`config.mk`:
```
export PLATFORM = sky130hd
export DESIGN_NAME = i2c_eeprom_byte_transfer_master
export DESIGN_NICKNAME = d
export VERILOG_FILES = /design/src/hdl/i2cee_pkg.sv /design/src/hdl/i2c_eeprom_byte_transfer_master.sv /design/src/hdl/i2cee_csr.sv /design/src/hdl/i2cee_seq.sv
export VERILOG_INCLUDE_DIRS = /design/src /design/src/hdl
export SDC_FILE = /design/constraint.sdc
export NUM_CORES = 1
export LEC_CHECK = 0
export BUFFER_PORTS_ARGS = -buffer_cell sky130_fd_sc_hd__buf_2
export CORE_MARGIN = 1
export CORE_UTILIZATION = 55
export DETAILED_ROUTE_END_ITERATION = 16
export PLACE_DENSITY = 0.82
export RECOVER_POWER = 100
export SYNTH_ARGS = -nofsm -noshare
export SYNTH_HDL_FRONTEND = slang
export SYNTH_SLANG_ARGS = --single-unit
```
`constraint.sdc`:
```
create_clock -name clock -period 5.7 [get_ports clock]
set_input_delay 0 -clock clock [delete_from_list [all_inputs] [get_ports clock]]
set_output_delay 0 -clock clock [all_outputs]
set_load 0.01 [all_outputs]
```
`src/hdl/i2c_eeprom_byte_transfer_master_assert.svh`:
```
// Assertion macros shared by the master and sequencer RTL files.
// Define ASSERT_OFF to compile the checks out.
`ifndef I2C_EEPROM_BYTE_TRANSFER_MASTER_ASSERT_SVH
`define I2C_EEPROM_BYTE_TRANSFER_MASTER_ASSERT_SVH

`ifndef ASSERT_OFF

// cons holds in the same cycle as ante
`define ASSERT_IMPLY(name, clk, rst, ante, cons) \
   name: assert property (@(posedge clk) disable iff (rst) (ante) |-> (cons)) \
      else $error("same-cycle check failed");

// cons holds in the cycle after ante
`define ASSERT_NEXT(name, clk, rst, ante, cons) \
   name: assert property (@(posedge clk) disable iff (rst) (ante) |=> (cons)) \
      else $error("next-cycle check failed");

`else

`define ASSERT_IMPLY(name, clk, rst, ante, cons)

`define ASSERT_NEXT(name, clk, rst, ante, cons)

`endif

`endif

```
`src/hdl/i2cee_pkg.sv`:
```
package i2cee_pkg;

   localparam logic [9:0] MAX_BYTES = 10'd512;

   // request action codes
   localparam logic [1:0] ACT_TICK  = 2'd0;
   localparam logic [1:0] ACT_LOAD  = 2'd1;
   localparam logic [1:0] ACT_STORE = 2'd2;

   // transfer status codes
   localparam logic [1:0] ST_OK       = 2'd0;
   localparam logic [1:0] ST_NACK     = 2'd1;
   localparam logic [1:0] ST_OVERFLOW = 2'd2;

   // register indexes
   localparam logic [1:0] CSR_FIRST_BLOCK  = 2'd0;
   localparam logic [1:0] CSR_SECOND_BLOCK = 2'd1;
   localparam logic [1:0] CSR_SHORT_TICKS  = 2'd2;
   localparam logic [1:0] CSR_LONG_TICKS   = 2'd3;

   localparam logic [7:0] CTRL_WRITE    = 8'hA0;
   localparam logic [7:0] CTRL_READ_BIT = 8'h01;

   typedef struct packed {
      logic [1:0] action;
      logic [7:0] start_address;
      logic [9:0] byte_count;
      logic [3:0] device_bits;
      logic [3:0] block_bits;
      logic [7:0] write_data;
      logic       sda_in;
   } req_type;

   typedef struct packed {
      logic       scl;
      logic       sda_out;
      logic       sda_drive;
      logic       busy_res;
      logic       read_valid;
      logic [7:0] read_data;
      logic       byte_taken;
      logic       done_res;
      logic [1:0] status;
      logic [9:0] bytes_done;
   } rsp_type;

   typedef struct packed {
      logic [3:0] first_block_bits;
      logic [3:0] second_block_bits;
      logic [7:0] short_phase_ticks;
      logic [7:0] long_phase_ticks;
   } cfg_type;

   // bus primitive run by a phase
   typedef enum logic [2:0] {
      OP_START = 3'd0,
      OP_STOP  = 3'd1,
      OP_WBYTE = 3'd2,
      OP_RBYTE = 3'd3,
      OP_RACK  = 3'd4,
      OP_WACK  = 3'd5
   } op_type;

   typedef enum logic [21:0] {
      PH_IDLE       = 22'h000001,
      PH_L_START1   = 22'h000002,
      PH_L_CTRLW    = 22'h000004,
      PH_L_ACK1     = 22'h000008,
      PH_L_ADDR     = 22'h000010,
      PH_L_ACK2     = 22'h000020,
      PH_L_START2   = 22'h000040,
      PH_L_CTRLR    = 22'h000080,
      PH_L_ACK3     = 22'h000100,
      PH_L_READ     = 22'h000200,
      PH_L_NACK     = 22'h000400,
      PH_L_STOP     = 22'h000800,
      PH_S_START    = 22'h001000,
      PH_S_CTRLW    = 22'h002000,
      PH_S_ACK1     = 22'h004000,
      PH_S_POLLSTOP = 22'h008000,
      PH_S_ADDR     = 22'h010000,
      PH_S_ACK2     = 22'h020000,
      PH_S_DATA     = 22'h040000,
      PH_S_ACK3     = 22'h080000,
      PH_S_STOP     = 22'h100000,
      PH_ERR_STOP   = 22'h200000
   } phase_type;

   function automatic op_type phase_op(input phase_type ph);
      op_type op;
      case (ph)
         PH_L_START1, PH_L_START2, PH_S_START: op = OP_START;
         PH_L_CTRLW, PH_L_ADDR, PH_L_CTRLR,
         PH_S_CTRLW, PH_S_ADDR, PH_S_DATA: op = OP_WBYTE;
         PH_L_READ: op = OP_RBYTE;
         PH_L_ACK1, PH_L_ACK2, PH_L_ACK3,
         PH_S_ACK1, PH_S_ACK2, PH_S_ACK3: op = OP_RACK;
         PH_L_NACK: op = OP_WACK;
         default: op = OP_STOP;
      endcase
      return op;
   endfunction

endpackage

```
`src/hdl/i2c_eeprom_byte_transfer_master.sv`:
```
// Channel  Ports                                  Direction  Payload
// request  req_valid, req_ready, req_data         in         i2cee_pkg::req_type
// result   rsp_valid, rsp_ready, rsp_data         out        i2cee_pkg::rsp_type
// csr      csr_valid, csr_ready, csr_index/_data  in         2-bit index, 8-bit data
//
// One result per request. A request goes through the request register, then
// one pass through the bus sequencer into the result register. Throughput is
// one request per cycle while the result is not stalled, one sequencer step
// per request. Reset (synchronous, active high) returns the sequencer to
// idle and loads register defaults. A stalled result holds the request stage;
// the request stage takes a new request in the same cycle it moves on.
`include "i2c_eeprom_byte_transfer_master_assert.svh"

module i2c_eeprom_byte_transfer_master (
   input  logic                clock,
   input  logic                reset,
   input  logic                req_valid,
   output logic                req_ready,
   input  i2cee_pkg::req_type  req_data,
   output logic                rsp_valid,
   input  logic                rsp_ready,
   output i2cee_pkg::rsp_type  rsp_data,
   input  logic                csr_valid,
   output logic                csr_ready,
   input  logic [1:0]          csr_index,
   input  logic [7:0]          csr_data
);
   import i2cee_pkg::*;

   // request stage
   logic    s1_valid_ff, s1_valid_in;
   req_type s1_data_ff;

   // result stage
   logic    rsp_valid_ff, rsp_valid_in;
   rsp_type rsp_data_ff;

   logic    out_free;
   logic    step_en;
   cfg_type cfg;
   rsp_type step_result;

   assign out_free  = !rsp_valid_ff || rsp_ready;
   assign step_en   = s1_valid_ff && out_free;
   assign req_ready = !s1_valid_ff || out_free;

   assign s1_valid_in  = (req_valid && req_ready) || (s1_valid_ff && !step_en);
   assign rsp_valid_in = step_en || (rsp_valid_ff && !rsp_ready);

   assign rsp_valid = rsp_valid_ff;
   assign rsp_data  = rsp_data_ff;

   i2cee_csr u_csr (
      .clock     (clock),
      .reset     (reset),
      .csr_valid (csr_valid),
      .csr_ready (csr_ready),
      .csr_index (csr_index),
      .csr_data  (csr_data),
      .cfg       (cfg)
   );

   // bus sequencer: one tick per step
   i2cee_seq u_seq (
      .clock   (clock),
      .reset   (reset),
      .step_en (step_en),
      .item    (s1_data_ff),
      .cfg     (cfg),
      .result  (step_result)
   );

   always_ff @(posedge clock) begin
      if (reset) begin
         s1_valid_ff  <= 1'b0;
         rsp_valid_ff <= 1'b0;
      end else begin
         s1_valid_ff  <= s1_valid_in;
         rsp_valid_ff <= rsp_valid_in;
      end
   end

   always_ff @(posedge clock) begin
      if (req_valid && req_ready) begin
         s1_data_ff <= req_data;
      end
      if (step_en) begin
         rsp_data_ff <= step_result;
      end
   end

   // a held request stays put until the sequencer takes it
   `ASSERT_NEXT(a_s1_hold, clock, reset, s1_valid_ff && !step_en, s1_valid_ff && $stable(s1_data_ff))
   // every step lands in the result register
   `ASSERT_NEXT(a_step_to_rsp, clock, reset, step_en, rsp_valid_ff)

endmodule

```
`src/hdl/i2cee_csr.sv`:
```
module i2cee_csr (
   input  logic                clock,
   input  logic                reset,
   input  logic                csr_valid,
   output logic                csr_ready,
   input  logic [1:0]          csr_index,
   input  logic [7:0]          csr_data,
   output i2cee_pkg::cfg_type  cfg
);
   import i2cee_pkg::*;

   cfg_type cfg_ff;
   cfg_type cfg_in;

   assign csr_ready = 1'b1;
   assign cfg       = cfg_ff;

   always_comb begin
      cfg_in = cfg_ff;
      if (csr_valid) begin
         case (csr_index)
            CSR_FIRST_BLOCK:  cfg_in.first_block_bits  = csr_data[3:0];
            CSR_SECOND_BLOCK: cfg_in.second_block_bits = csr_data[3:0];
            CSR_SHORT_TICKS:  cfg_in.short_phase_ticks = csr_data;
            CSR_LONG_TICKS:   cfg_in.long_phase_ticks  = csr_data;
            default:          cfg_in = cfg_ff;
         endcase
      end
   end

   always_ff @(posedge clock) begin
      if (reset) begin
         cfg_ff.first_block_bits  <= 4'd0;
         cfg_ff.second_block_bits <= 4'd2;
         cfg_ff.short_phase_ticks <= 8'd2;
         cfg_ff.long_phase_ticks  <= 8'd3;
      end else begin
         cfg_ff <= cfg_in;
      end
   end

endmodule

```
`src/hdl/i2cee_seq.sv`:
```
`include "i2c_eeprom_byte_transfer_master_assert.svh"

module i2cee_seq (
   input  logic                clock,
   input  logic                reset,
   input  logic                step_en,
   input  i2cee_pkg::req_type  item,
   input  i2cee_pkg::cfg_type  cfg,
   output i2cee_pkg::rsp_type  result
);
   import i2cee_pkg::*;

   phase_type  phase_ff, phase_in;
   logic [7:0] tick_ff, tick_in;
   logic [2:0] bit_ff, bit_in;
   logic [7:0] shift_ff, shift_in;
   logic [7:0] addr_ff, addr_in;
   logic [3:0] block_ff, block_in;
   logic [3:0] device_ff, device_in;
   logic [9:0] remaining_ff, remaining_in;
   logic [9:0] completed_ff, completed_in;
   logic [1:0] segment_ff, segment_in;
   logic [1:0] end_code_ff, end_code_in;
   logic       nack_ff, nack_in;

   op_type     cur_op;
   op_type     held_op;
   logic       scl_lvl, sda_lvl, drv, is_long;
   logic [7:0] dur, tick_inc, ctrl;
   logic [1:0] seg_last;
   logic [9:0] start_cnt;
   logic       read_valid, byte_taken, done;
   logic [7:0] read_data;
   logic [1:0] status;

   assign start_cnt = (item.byte_count > MAX_BYTES) ? MAX_BYTES : item.byte_count;
   assign held_op   = phase_op(phase_ff);

   always_comb begin
      phase_in     = phase_ff;
      tick_in      = tick_ff;
      bit_in       = bit_ff;
      shift_in     = shift_ff;
      addr_in      = addr_ff;
      block_in     = block_ff;
      device_in    = device_ff;
      remaining_in = remaining_ff;
      completed_in = completed_ff;
      segment_in   = segment_ff;
      end_code_in  = end_code_ff;
      nack_in      = nack_ff;
      cur_op       = OP_STOP;
      scl_lvl      = 1'b1;
      sda_lvl      = 1'b0;
      drv          = 1'b0;
      is_long      = 1'b0;
      dur          = 8'd1;
      tick_inc     = 8'd0;
      seg_last     = 2'd2;
      ctrl         = CTRL_WRITE;
      read_valid   = 1'b0;
      read_data    = 8'd0;
      byte_taken   = 1'b0;
      done         = 1'b0;
      status       = ST_OK;

      if (step_en) begin
         // transfer start
         if (phase_ff == PH_IDLE && (item.action == ACT_LOAD || item.action == ACT_STORE)) begin
            remaining_in = start_cnt;
            completed_in = 10'd0;
            addr_in      = item.start_address;
            device_in    = item.device_bits;
            block_in     = item.block_bits;
            end_code_in  = ST_OK;
            segment_in   = 2'd0;
            bit_in       = 3'd0;
            tick_in      = 8'd0;
            nack_in      = 1'b0;
            if (start_cnt == 10'd0) begin
               phase_in = PH_IDLE;
               done     = 1'b1;
               status   = ST_OK;
            end else if (item.action == ACT_STORE) begin
               phase_in = PH_S_START;
            end else begin
               phase_in = PH_L_START1;
            end
         end

         if (phase_in != PH_IDLE) begin
            cur_op = phase_op(phase_in);
            case (cur_op)
               OP_START: begin
                  scl_lvl = (segment_in < 2'd2);
                  sda_lvl = (segment_in == 2'd0);
                  drv     = 1'b1;
               end
               OP_STOP: begin
                  scl_lvl = (segment_in > 2'd0);
                  sda_lvl = (segment_in == 2'd2);
                  drv     = 1'b1;
               end
               OP_WBYTE: begin
                  scl_lvl = (segment_in == 2'd1);
                  sda_lvl = shift_in[7];
                  drv     = 1'b1;
                  is_long = (segment_in == 2'd1);
               end
               OP_RBYTE: begin
                  scl_lvl = (segment_in == 2'd1);
                  is_long = (segment_in == 2'd1);
               end
               OP_RACK: begin
                  scl_lvl  = (segment_in == 2'd1) || (segment_in == 2'd2);
                  seg_last = 2'd3;
               end
               default: begin
                  scl_lvl = (segment_in == 2'd1);
                  sda_lvl = 1'b1;
                  drv     = 1'b1;
                  is_long = (segment_in == 2'd1);
               end
            endcase

            dur = is_long ? cfg.long_phase_ticks : cfg.short_phase_ticks;
            if (dur == 8'd0) begin
               dur = 8'd1;
            end
            tick_inc = tick_in + 8'd1;

            if (tick_inc >= dur) begin
               tick_in = 8'd0;
               if (cur_op == OP_RBYTE && segment_in == 2'd1) begin
                  shift_in = {shift_in[6:0], item.sda_in};
               end
               if (cur_op == OP_RACK && segment_in == 2'd1) begin
                  nack_in = item.sda_in;
               end
               if (cur_op == OP_WBYTE && segment_in == 2'd2) begin
                  shift_in = {shift_in[6:0], 1'b0};
               end

               if (segment_in >= seg_last) begin
                  segment_in = 2'd0;
                  if ((cur_op == OP_WBYTE || cur_op == OP_RBYTE) && bit_in != 3'd7) begin
                     bit_in = bit_in + 3'd1;
                  end else begin
                     // phase complete: pick the next phase
                     ctrl = CTRL_WRITE | {4'd0, device_in | block_in};
                     case (phase_in)
                        PH_L_START1: begin
                           shift_in = ctrl;
                           phase_in = PH_L_CTRLW;
                        end
                        PH_L_CTRLW: phase_in = PH_L_ACK1;
                        PH_L_ACK1: begin
                           if (nack_in) begin
                              end_code_in = ST_NACK;
                              phase_in    = PH_ERR_STOP;
                           end else begin
                              shift_in = addr_in;
                              addr_in  = addr_in + 8'd1;
                              phase_in = PH_L_ADDR;
                           end
                        end
                        PH_L_ADDR: phase_in = PH_L_ACK2;
                        PH_L_ACK2: begin
                           if (nack_in) begin
                              end_code_in = ST_NACK;
                              phase_in    = PH_ERR_STOP;
                           end else begin
                              phase_in = PH_L_START2;
                           end
                        end
                        PH_L_START2: begin
                           shift_in = ctrl | CTRL_READ_BIT;
                           phase_in = PH_L_CTRLR;
                        end
                        PH_L_CTRLR: phase_in = PH_L_ACK3;
                        PH_L_ACK3: begin
                           if (nack_in) begin
                              end_code_in = ST_NACK;
                              phase_in    = PH_ERR_STOP;
                           end else begin
                              shift_in = 8'd0;
                              phase_in = PH_L_READ;
                           end
                        end
                        PH_L_READ: begin
                           read_valid = 1'b1;
                           read_data  = shift_in;
                           phase_in   = PH_L_NACK;
                        end
                        PH_L_NACK: phase_in = PH_L_STOP;
                        PH_L_STOP: begin
                           completed_in = completed_in + 10'd1;
                           if (remaining_in != 10'd0) begin
                              remaining_in = remaining_in - 10'd1;
                           end
                           if (remaining_in == 10'd0) begin
                              phase_in = PH_IDLE;
                              done     = 1'b1;
                              status   = ST_OK;
                           end else if (addr_in == 8'd0 &&
                                        block_in != cfg.first_block_bits) begin
                              phase_in = PH_IDLE;
                              done     = 1'b1;
                              status   = ST_OVERFLOW;
                           end else begin
                              if (addr_in == 8'd0) begin
                                 block_in = cfg.second_block_bits;
                              end
                              phase_in = PH_L_START1;
                           end
                        end
                        PH_S_START: begin
                           shift_in = ctrl;
                           phase_in = PH_S_CTRLW;
                        end
                        PH_S_CTRLW: phase_in = PH_S_ACK1;
                        PH_S_ACK1: begin
                           if (nack_in) begin
                              phase_in = PH_S_POLLSTOP;
                           end else begin
                              shift_in = addr_in;
                              addr_in  = addr_in + 8'd1;
                              phase_in = PH_S_ADDR;
                           end
                        end
                        PH_S_POLLSTOP: phase_in = PH_S_START;
                        PH_S_ADDR:     phase_in = PH_S_ACK2;
                        PH_S_ACK2: begin
                           if (nack_in) begin
                              end_code_in = ST_NACK;
                              phase_in    = PH_ERR_STOP;
                           end else if (addr_in == 8'd0 && remaining_in != 10'd1 &&
                                        block_in != cfg.first_block_bits) begin
                              end_code_in = ST_OVERFLOW;
                              phase_in    = PH_ERR_STOP;
                           end else begin
                              if (addr_in == 8'd0 && remaining_in != 10'd1) begin
                                 block_in = cfg.second_block_bits;
                              end
                              shift_in   = item.write_data;
                              byte_taken = 1'b1;
                              phase_in   = PH_S_DATA;
                           end
                        end
                        PH_S_DATA: phase_in = PH_S_ACK3;
                        PH_S_ACK3: begin
                           if (nack_in) begin
                              end_code_in = ST_NACK;
                              phase_in    = PH_ERR_STOP;
                           end else begin
                              phase_in = PH_S_STOP;
                           end
                        end
                        PH_S_STOP: begin
                           completed_in = completed_in + 10'd1;
                           if (remaining_in != 10'd0) begin
                              remaining_in = remaining_in - 10'd1;
                           end
                           if (remaining_in == 10'd0) begin
                              phase_in = PH_IDLE;
                              done     = 1'b1;
                              status   = ST_OK;
                           end else begin
                              phase_in = PH_S_START;
                           end
                        end
                        default: begin
                           // error stop finished
                           phase_in = PH_IDLE;
                           done     = 1'b1;
                           status   = end_code_in;
                        end
                     endcase
                     bit_in  = 3'd0;
                     nack_in = 1'b0;
                  end
               end else begin
                  segment_in = segment_in + 2'd1;
               end
            end else begin
               tick_in = tick_inc;
            end
         end
      end
   end

   always_comb begin
      result.scl        = scl_lvl;
      result.sda_out    = drv & sda_lvl;
      result.sda_drive  = drv;
      result.busy_res   = (phase_in != PH_IDLE);
      result.read_valid = read_valid;
      result.read_data  = read_data;
      result.byte_taken = byte_taken;
      result.done_res   = done;
      result.status     = status;
      result.bytes_done = completed_in;
   end

   always_ff @(posedge clock) begin
      if (reset) begin
         phase_ff     <= PH_IDLE;
         tick_ff      <= 8'd0;
         bit_ff       <= 3'd0;
         shift_ff     <= 8'd0;
         addr_ff      <= 8'd0;
         block_ff     <= 4'd0;
         device_ff    <= 4'd0;
         remaining_ff <= 10'd0;
         completed_ff <= 10'd0;
         segment_ff   <= 2'd0;
         end_code_ff  <= 2'd0;
         nack_ff      <= 1'b0;
      end else if (step_en) begin
         phase_ff     <= phase_in;
         tick_ff      <= tick_in;
         bit_ff       <= bit_in;
         shift_ff     <= shift_in;
         addr_ff      <= addr_in;
         block_ff     <= block_in;
         device_ff    <= device_in;
         remaining_ff <= remaining_in;
         completed_ff <= completed_in;
         segment_ff   <= segment_in;
         end_code_ff  <= end_code_in;
         nack_ff      <= nack_in;
      end
   end

   // sequencer only moves on a step
   `ASSERT_NEXT(a_hold_no_step, clock, reset, !step_en, $stable(phase_ff) && $stable(completed_ff))
   // bit counter runs only inside byte phases
   `ASSERT_IMPLY(a_bit_in_byte, clock, reset, bit_ff != 3'd0, held_op == OP_WBYTE || held_op == OP_RBYTE)
   // fourth segment exists only in acknowledge reads
   `ASSERT_IMPLY(a_seg_in_ack, clock, reset, segment_ff == 2'd3, held_op == OP_RACK)

endmodule
```
## Yosys cells after proc, flatten, opt, wreduce, memory -nomap -nowiden

Index checks and enable logic that the tools add are counted.

- Bits of input ports: 52
- Word-level logic and storage cells: 289
- Flip-flop bits (word level): 172
- Output and inout port bits: 30

- Add/subtract/negate cells: 6
- Equality and inequality tests: 37
- Bitwise gates (word level): 7
- Order comparisons: 5
- Mux-type cells: 148
- Reduce and logical (&&, ||, !) cells: 51

Operator list:

| cell | count |
|---|---|
| $pmux 22 s20 | 1 |
| $mux 22 | 15 |
| $mux 10 | 27 |
| $mux 8 | 24 |
| $mux 4 | 14 |
| $ne 22x1->1 const B | 2 |
| $pmux 8 s5 | 1 |
| $mux 2 | 18 |
| $logic_not 10->1 | 3 |
| $mux 1 | 29 |
| $mux 13 | 2 |
| $mux 3 | 8 |
| $eq 22x1->1 const B | 1 |
| $eq 22x10->1 const B | 1 |
| $eq 22x11->1 const B | 1 |
| $eq 22x12->1 const B | 1 |
| $eq 22x13->1 const B | 1 |
| $eq 22x14->1 const B | 1 |
| $eq 22x15->1 const B | 1 |
| $eq 22x16->1 const B | 1 |
| $eq 22x17->1 const B | 1 |
| $eq 22x18->1 const B | 1 |
| $eq 22x19->1 const B | 1 |
| $eq 22x2->1 const B | 1 |
| other kinds (53) | 98 |

## Depth between registers and ports, before layout

- Word-level depth: 34
- Depth in mapped cells: 28
- Mapped depth without buffers: 22

## By module

A second synthesis with hierarchy kept.

- Cell total of the unflattened synthesis: 1202
- Area total of the unflattened synthesis: 10428.8 um^2

Modules (own cells, without submodules):

| module | instances | cells an instance | area each (um^2) | sequential area each (um^2) |
|---|---|---|---|---|
| i2cee_seq | 1 | 1032 | 7404.6 | 1641.6 |
| i2c_eeprom_byte_transfer_master | 1 | 74 | 2025.7 | 1961.9 |
| i2cee_csr | 1 | 96 | 998.5 | 480.5 |

## Least setup slack after synthesis

No wires, ideal clock.

- Path type: register to register
- Start: register u_seq.phase_ff[2]
- End: register rsp_data_ff (netlist bit rsp_data[23]) (data pin)
- Clock period less this slack: 5.521 ns
- Cell stages (with the launch flop): 27
- Setup slack: 0.179 ns
- Setup time: 0.268 ns
- Required time: 5.432 ns
- Buffers on the path: 8
- Arrival: 5.254 ns
- Path through: dfxtp_1 > buf_6 > or4_4 > nor4_4 > buf_6 > nand2_2 > buf_2 > clkbuf_1 > buf_1 > nand2_1 > ha_1 > o21ai_0 > buf_1 > nor3_1 > a21oi_1 > ha_1 > nand2b_1 > a21o_1 > a21oi_1 > o21ai_0 > nand3_1 > buf_2 > nor3_1 > buf_2 > a21oi_1 > a211oi_1 > nand4_1

RTL lines:

| what | RTL line | text |
|---|---|---|
| from (decl) | i2cee_seq.sv:13 | `phase_type phase_ff, phase_in;` |
| from (signal assigned) | i2cee_seq.sv:320 | `phase_ff <= phase_in;` |
| to (signal assigned) | i2c_eeprom_byte_transfer_master.sv:88 | `rsp_data_ff <= step_result;` |
| to (decl) | i2c_eeprom_byte_transfer_master.sv:36 | `rsp_type rsp_data_ff;` |

## Final worst setup path

- Start: register u_seq.phase_ff[2]
- End: register u_seq.remaining_ff[6]

- Cells in the longest elaborated chain, start to end: 22
- Elaborated cells on any way between the ends: 82
- Classes of those cells: add/sub (2); order compare (2); eq/ne (27); mux (41); reduce/logical (10)

Ends and longest elaborated chain:

| what | RTL line | text |
|---|---|---|
| $eq 22x1->1 | i2cee_seq.sv:69 | `if (phase_ff == PH_IDLE && (item.action == ACT_LOAD \|\| item.action == ACT_STORE)) begin` |
| $logic_and 1x1->1 | i2cee_seq.sv:69 |  |
| $mux 22 | i2cee_seq.sv:69 |  |
| $mux 22 | i2cee_seq.sv:67 | `if (step_en) begin` |
| $eq 22x4->1, or another cell as far along | i2cee_pkg.sv:91 | `case (ph)` |
| $reduce_or 6->1 or $reduce_or 3->1 (tied branches) | i2cee_pkg.sv:91 |  |
| $pmux 3 s5 | i2cee_pkg.sv:91 |  |
| $mux 3 | i2cee_seq.sv:91 | `if (phase_in != PH_IDLE) begin` |
| [6 not listed] | -- |  |
| $mux 8 | i2cee_seq.sv:126 | `dur = is_long ? cfg.long_phase_ticks : cfg.short_phase_ticks;` |
| $logic_not 8->1 | i2cee_seq.sv:127 | `if (dur == 8'd0) begin` |
| $mux 8 | i2cee_seq.sv:127 |  |
| $mux 8 | i2cee_seq.sv:91 |  |
| $mux 8 | i2cee_seq.sv:67 |  |
| $ge 8x8->1 | i2cee_seq.sv:132 | `if (tick_inc >= dur) begin` |
| $mux 10 | i2cee_seq.sv:132 |  |
| $mux 10 (*) | i2cee_seq.sv:91 |  |
| to (signal assigned) | i2cee_seq.sv:327 | `remaining_ff <= remaining_in;` |
| to (decl) | i2cee_seq.sv:20 | `logic [9:0] remaining_ff, remaining_in;` |

Every way passes the cells marked *; elsewhere a longest branch is shown, timed or not. The select of a mux whose other input is x is not followed.
A chain may end at the register's enable or synchronous reset.

==> results.yml <==
synth:
  netlist_top_cells_area: "dfxtp_1 (22%), edfxtp_1 (19%), nand2_1 (6.3%), a21oi_1 (5.4%), nor2_1 (5.2%)"
  yosysTopAreaCellShare_pct: 21.57
  synth-seq-area-share_pct: 40.74
  postSynthCellCount: 1187
  synth.distinct_cells: 87
  dominantRegCellSynth: "dfxtp_1"
  yosys_register_bits: 172
  post_synth.cell_area_avg_um2: 8.444
  post-synth-top-area-cell: "dfxtp_1"
  postSynthNetCount: 1261
  synth_async_sr_flop_share_pct: 0
  synth_area_um2: 10020
  synth-edff-count: 64
  yosys_warnings: 0
grt:
  grt_first_pass_wirelength_um: 48420
  grt_max_degree: 67
  initial_antenna_violation_count: 1
  grt_overflow_total: 0
  grt_usage_pct: 33.82
  number_of_global_route_vias_before_repair: 9236
worst_hold_path:
  worst_hold_check_path_type: "in -> reg"
power:
  internal-power_mw: 2.063
  comb_power_share_pct: 16.1
  powerDensity_nw_per_um2: 252.7
  worst_ir_drop_vdd_mv: 0.2221
  power_frac_seq_pct: 46.6
  power_switching_share_pct: 29.61
  power.leakage_nw: 4.304
  total_switching_power_mw: 0.8678
  pwr-share-clk_pct: 37.4
job:
  drv_cap: 3
worst_setup_path:
  crit_start: "u_seq.phase_ff[2]"
  worst-r2r-setup-slack_ps: 270
  worst_ep_arrival_time_ps: 5740
  cell_at_the_slowest_stage_of_the_critical_path: "or4_4"
  reg2regPathDepth: 21
  timing.critical_path.to: "u_seq.remaining_ff[6]"
  worst_r2r_startpoint: "u_seq.phase_ff[2]"
  setup_crit_end_kind: "flip-flop"
  worst_setup_path_start_kind: "flip-flop"
  criticalPathCategory: "reg -> reg"
  crit_chain: "or4_4 -> nor4_4 -> nand2_2 -> nand2_1 -> ha_1 -> o21ai_0 -> buf_4 -> nor3_1 -> a21oi_1 -> ha_1 -> nand2b_1 -> a21o_1 -> a21oi_1 -> o21ai_0 -> nand3_1 -> buf_4 -> or3_1 -> nor2_2 -> a31oi_1 -> a311oi_1 -> nor3_1"
  cpPeakStageDelay_ps: 610
  rr_endpoint: "u_seq.remaining_ff[6]"
  timing.critical_path.required_ps: 6000
  critical_path_peak_fanout: 15
floorplan:
  die_area_um2: 18770
  floorplan.die.width_um: 137.0
  floorplan.initialDensity_pct: 57.16
  die-height_um: 137.0
  core_region_area_um2: 17540
  fp-row-count: 48
  io-pin-count: 82
clock_tree:
  cts_sinks: 172
  number_of_clock_buffers_inserted_by_tritoncts: 17
  clock_tree.buffer_depth: 2
  cts_tree: "done"
  worst_setup_hold_path_clk_slew_ps: 70
  post-cts-setup-buffers: 0
  worst_skew_pair.late_latency_ps: 450
  clock_tree.root_cell: "clkbuf_16"
  htreeDepth: 4
route:
  vias: 9980
  routed_wire_length_per_instance_um: 20.00
  detailedRoute.firstPassIterationCount: 8
  postRouteAntennaNets: 0
  route.detailed.drc: 0
  initialDrtViolationCount: 1193
  wirelength_um: 30700
  vias_per_cell: 6.502
placed_design:
  gp_congestion: 1.001
  dp_hpwl_um: 20810
  port_buffers: 80
timing:
  period_needed_ps: 5435
  timing.final.max_slew_violations: 128
  timing.slew.headroom_pct: -60.88
  worstMarginPinSlew_ps: 2412
  fmax_mhz: 184.0
  fin_hold_ws_ps: 43.97
  sum_of_negative_setup_slack_ps: 0
  final_hold_violation_count: 0
  clock_skew_ps: 11.04
  rsz0062_at_grt: "false"
  min_period_over_period_pct: 95.35
  setup_viol_count_final: 0
status:
  status: "finished with violations"
  failed_checks: "max-capacitance violations, max-slew violations"
cells_and_area:
  area_of_the_multi_input_gates_um2: 5574
  post_route_cells_drive_above_1_share_pct: 10.92
  syn2layout_area_growth_pct: 15.73
  final_nets: 1370
  layout.filler_cells: 1424
  final-seq-area_um2: 4084
## flip-flops by register name (all words and copies together), names as in the netlist, 8 cells and up
signal / cells
s1_data_ff: 37
rsp_data: 27
u_csr.cfg: 24
u_seq.phase_ff: 22
u_seq.completed_ff: 10
u_seq.remaining_ff: 10
u_seq.addr_ff: 8
u_seq.shift_ff: 8
u_seq.tick_ff: 8
## through the flow
stage	utilization, %	setup WS (ps)	total power [mW]	cells	instance area [um^2]
after floorplan	-	178.7	1.682	1187	10020
after detailed placement	60.45	420.0	1.817	1450	10600
after global routing	66.13	1.228	3.019	1534	11600
after CTS	66.49	396.4	2.913	1534	11660
after global placement	60.45	526.9	1.808	1450	10600
final	66.15	265.0	2.931	1535	11600
## final cells by class
class | instances | share of cell area (%)
clock buffer | 18 | 3.700
clock inverter | 14 | 0.9492
multi-input combinational | 930 | 48.05
inverter | 20 | 0.6472
antenna | 1 | 0.02157
tap | 225 | 2.427
timing repair buffer | 155 | 8.996
sequential | 172 | 35.21
## routing by layer
metal	track usage [%]	part of all wire, %	vias to the layer above
li1	-	-	4585
met1	43.41	40	4646
met2	52.95	45	615
met3	6.481	9.2	134
met4	19.72	5.1	0
met5	0	0	-
## synthesized netlist by cell type, drive strengths merged (11+ instances only)
library cell	number
inv	20
or4	11
o21ai	53
or3	16
xor2	11
a31oi	12
dfxtp	108
edfxtp	64
a21oi	111
nand3	43
nand3b	12
nand4	24
buf	29
mux2i	33
a21o	12
nor3	46
xnor2	13
nor2	139
and2	12
nor4	26
and3	15
ha	22
clkbuf	36
nand2	170
## worst max-delay path: cells and delay by family (launching register included)
kind / cells / cell delay, ps
adder cells (fa/ha/maj): 2 / 590
buffers and inverters: 2 / 440
AO/OA/AOI/OAI: 7 / 1030
AND/OR/NAND/NOR: 10 / 2820
flip-flops: 1 / 400
## power by group through the flow
stage               logic [mW]  clock network (mW)  registers [mW]
global placement         0.422                   0            1.39
detailed placement       0.429                   0            1.39
CTS                      0.458                1.09            1.36
floorplan                0.302                   0            1.38
finish                   0.471                1.10            1.36
global route             0.507                1.14            1.37
## worst min path at each step
stage,slack [ps],start,to,cells after the start
after global routing,100,csr_index[1],u_csr.cfg[22],4
after global placement,180,req_data[26],s1_data_ff[26],1
final,40,csr_index[1],u_csr.cfg[23],4
after CTS,30,csr_index[1],u_csr.cfg[23],4
after floorplan,100,req_data[0],s1_data_ff[0],0
after detailed placement,180,req_data[18],s1_data_ff[18],1
## cells in the final DEF, fill, tap and decap left out, types with 37 or more instances in the layout
| cell | n |
|---|---|
| nand2_1 | 169 |
| nor2_1 | 138 |
| a21oi_1 | 109 |
| dfxtp_1 | 108 |
| edfxtp_1 | 64 |
| dlygate4sd3_1 | 52 |
| o21ai_0 | 50 |
| buf_2 | 46 |
| nor3_1 | 43 |
| nand3_1 | 42 |
| clkbuf_1 | 37 |
## repair_timing
item	in CTS	in global routing
endpoints found under the hold margin	66	0
gates resized for setup	0	1
hold buffers	52	0
setup endpoints to repair	0	1
## cells by family (layout without fill, tap and decap cells)
kind of cell | count (synthesis) | in the layout | synth area share [%]
and+or+nand+nor | 567 | 567 | 28.92
AOI/OAI and AO/OA | 278 | 278 | 17.89
DFF | 172 | 172 | 40.74
buffers and inverters | 85 | 207 | 3.707
muxes | 38 | 38 | 3.857
xor gates and xnor gates | 24 | 24 | 2.097
adders and majority gates | 22 | 22 | 2.746
other | 1 | 2 | 0.03741
Note: power is estimated with default switching activity, not from simulation.
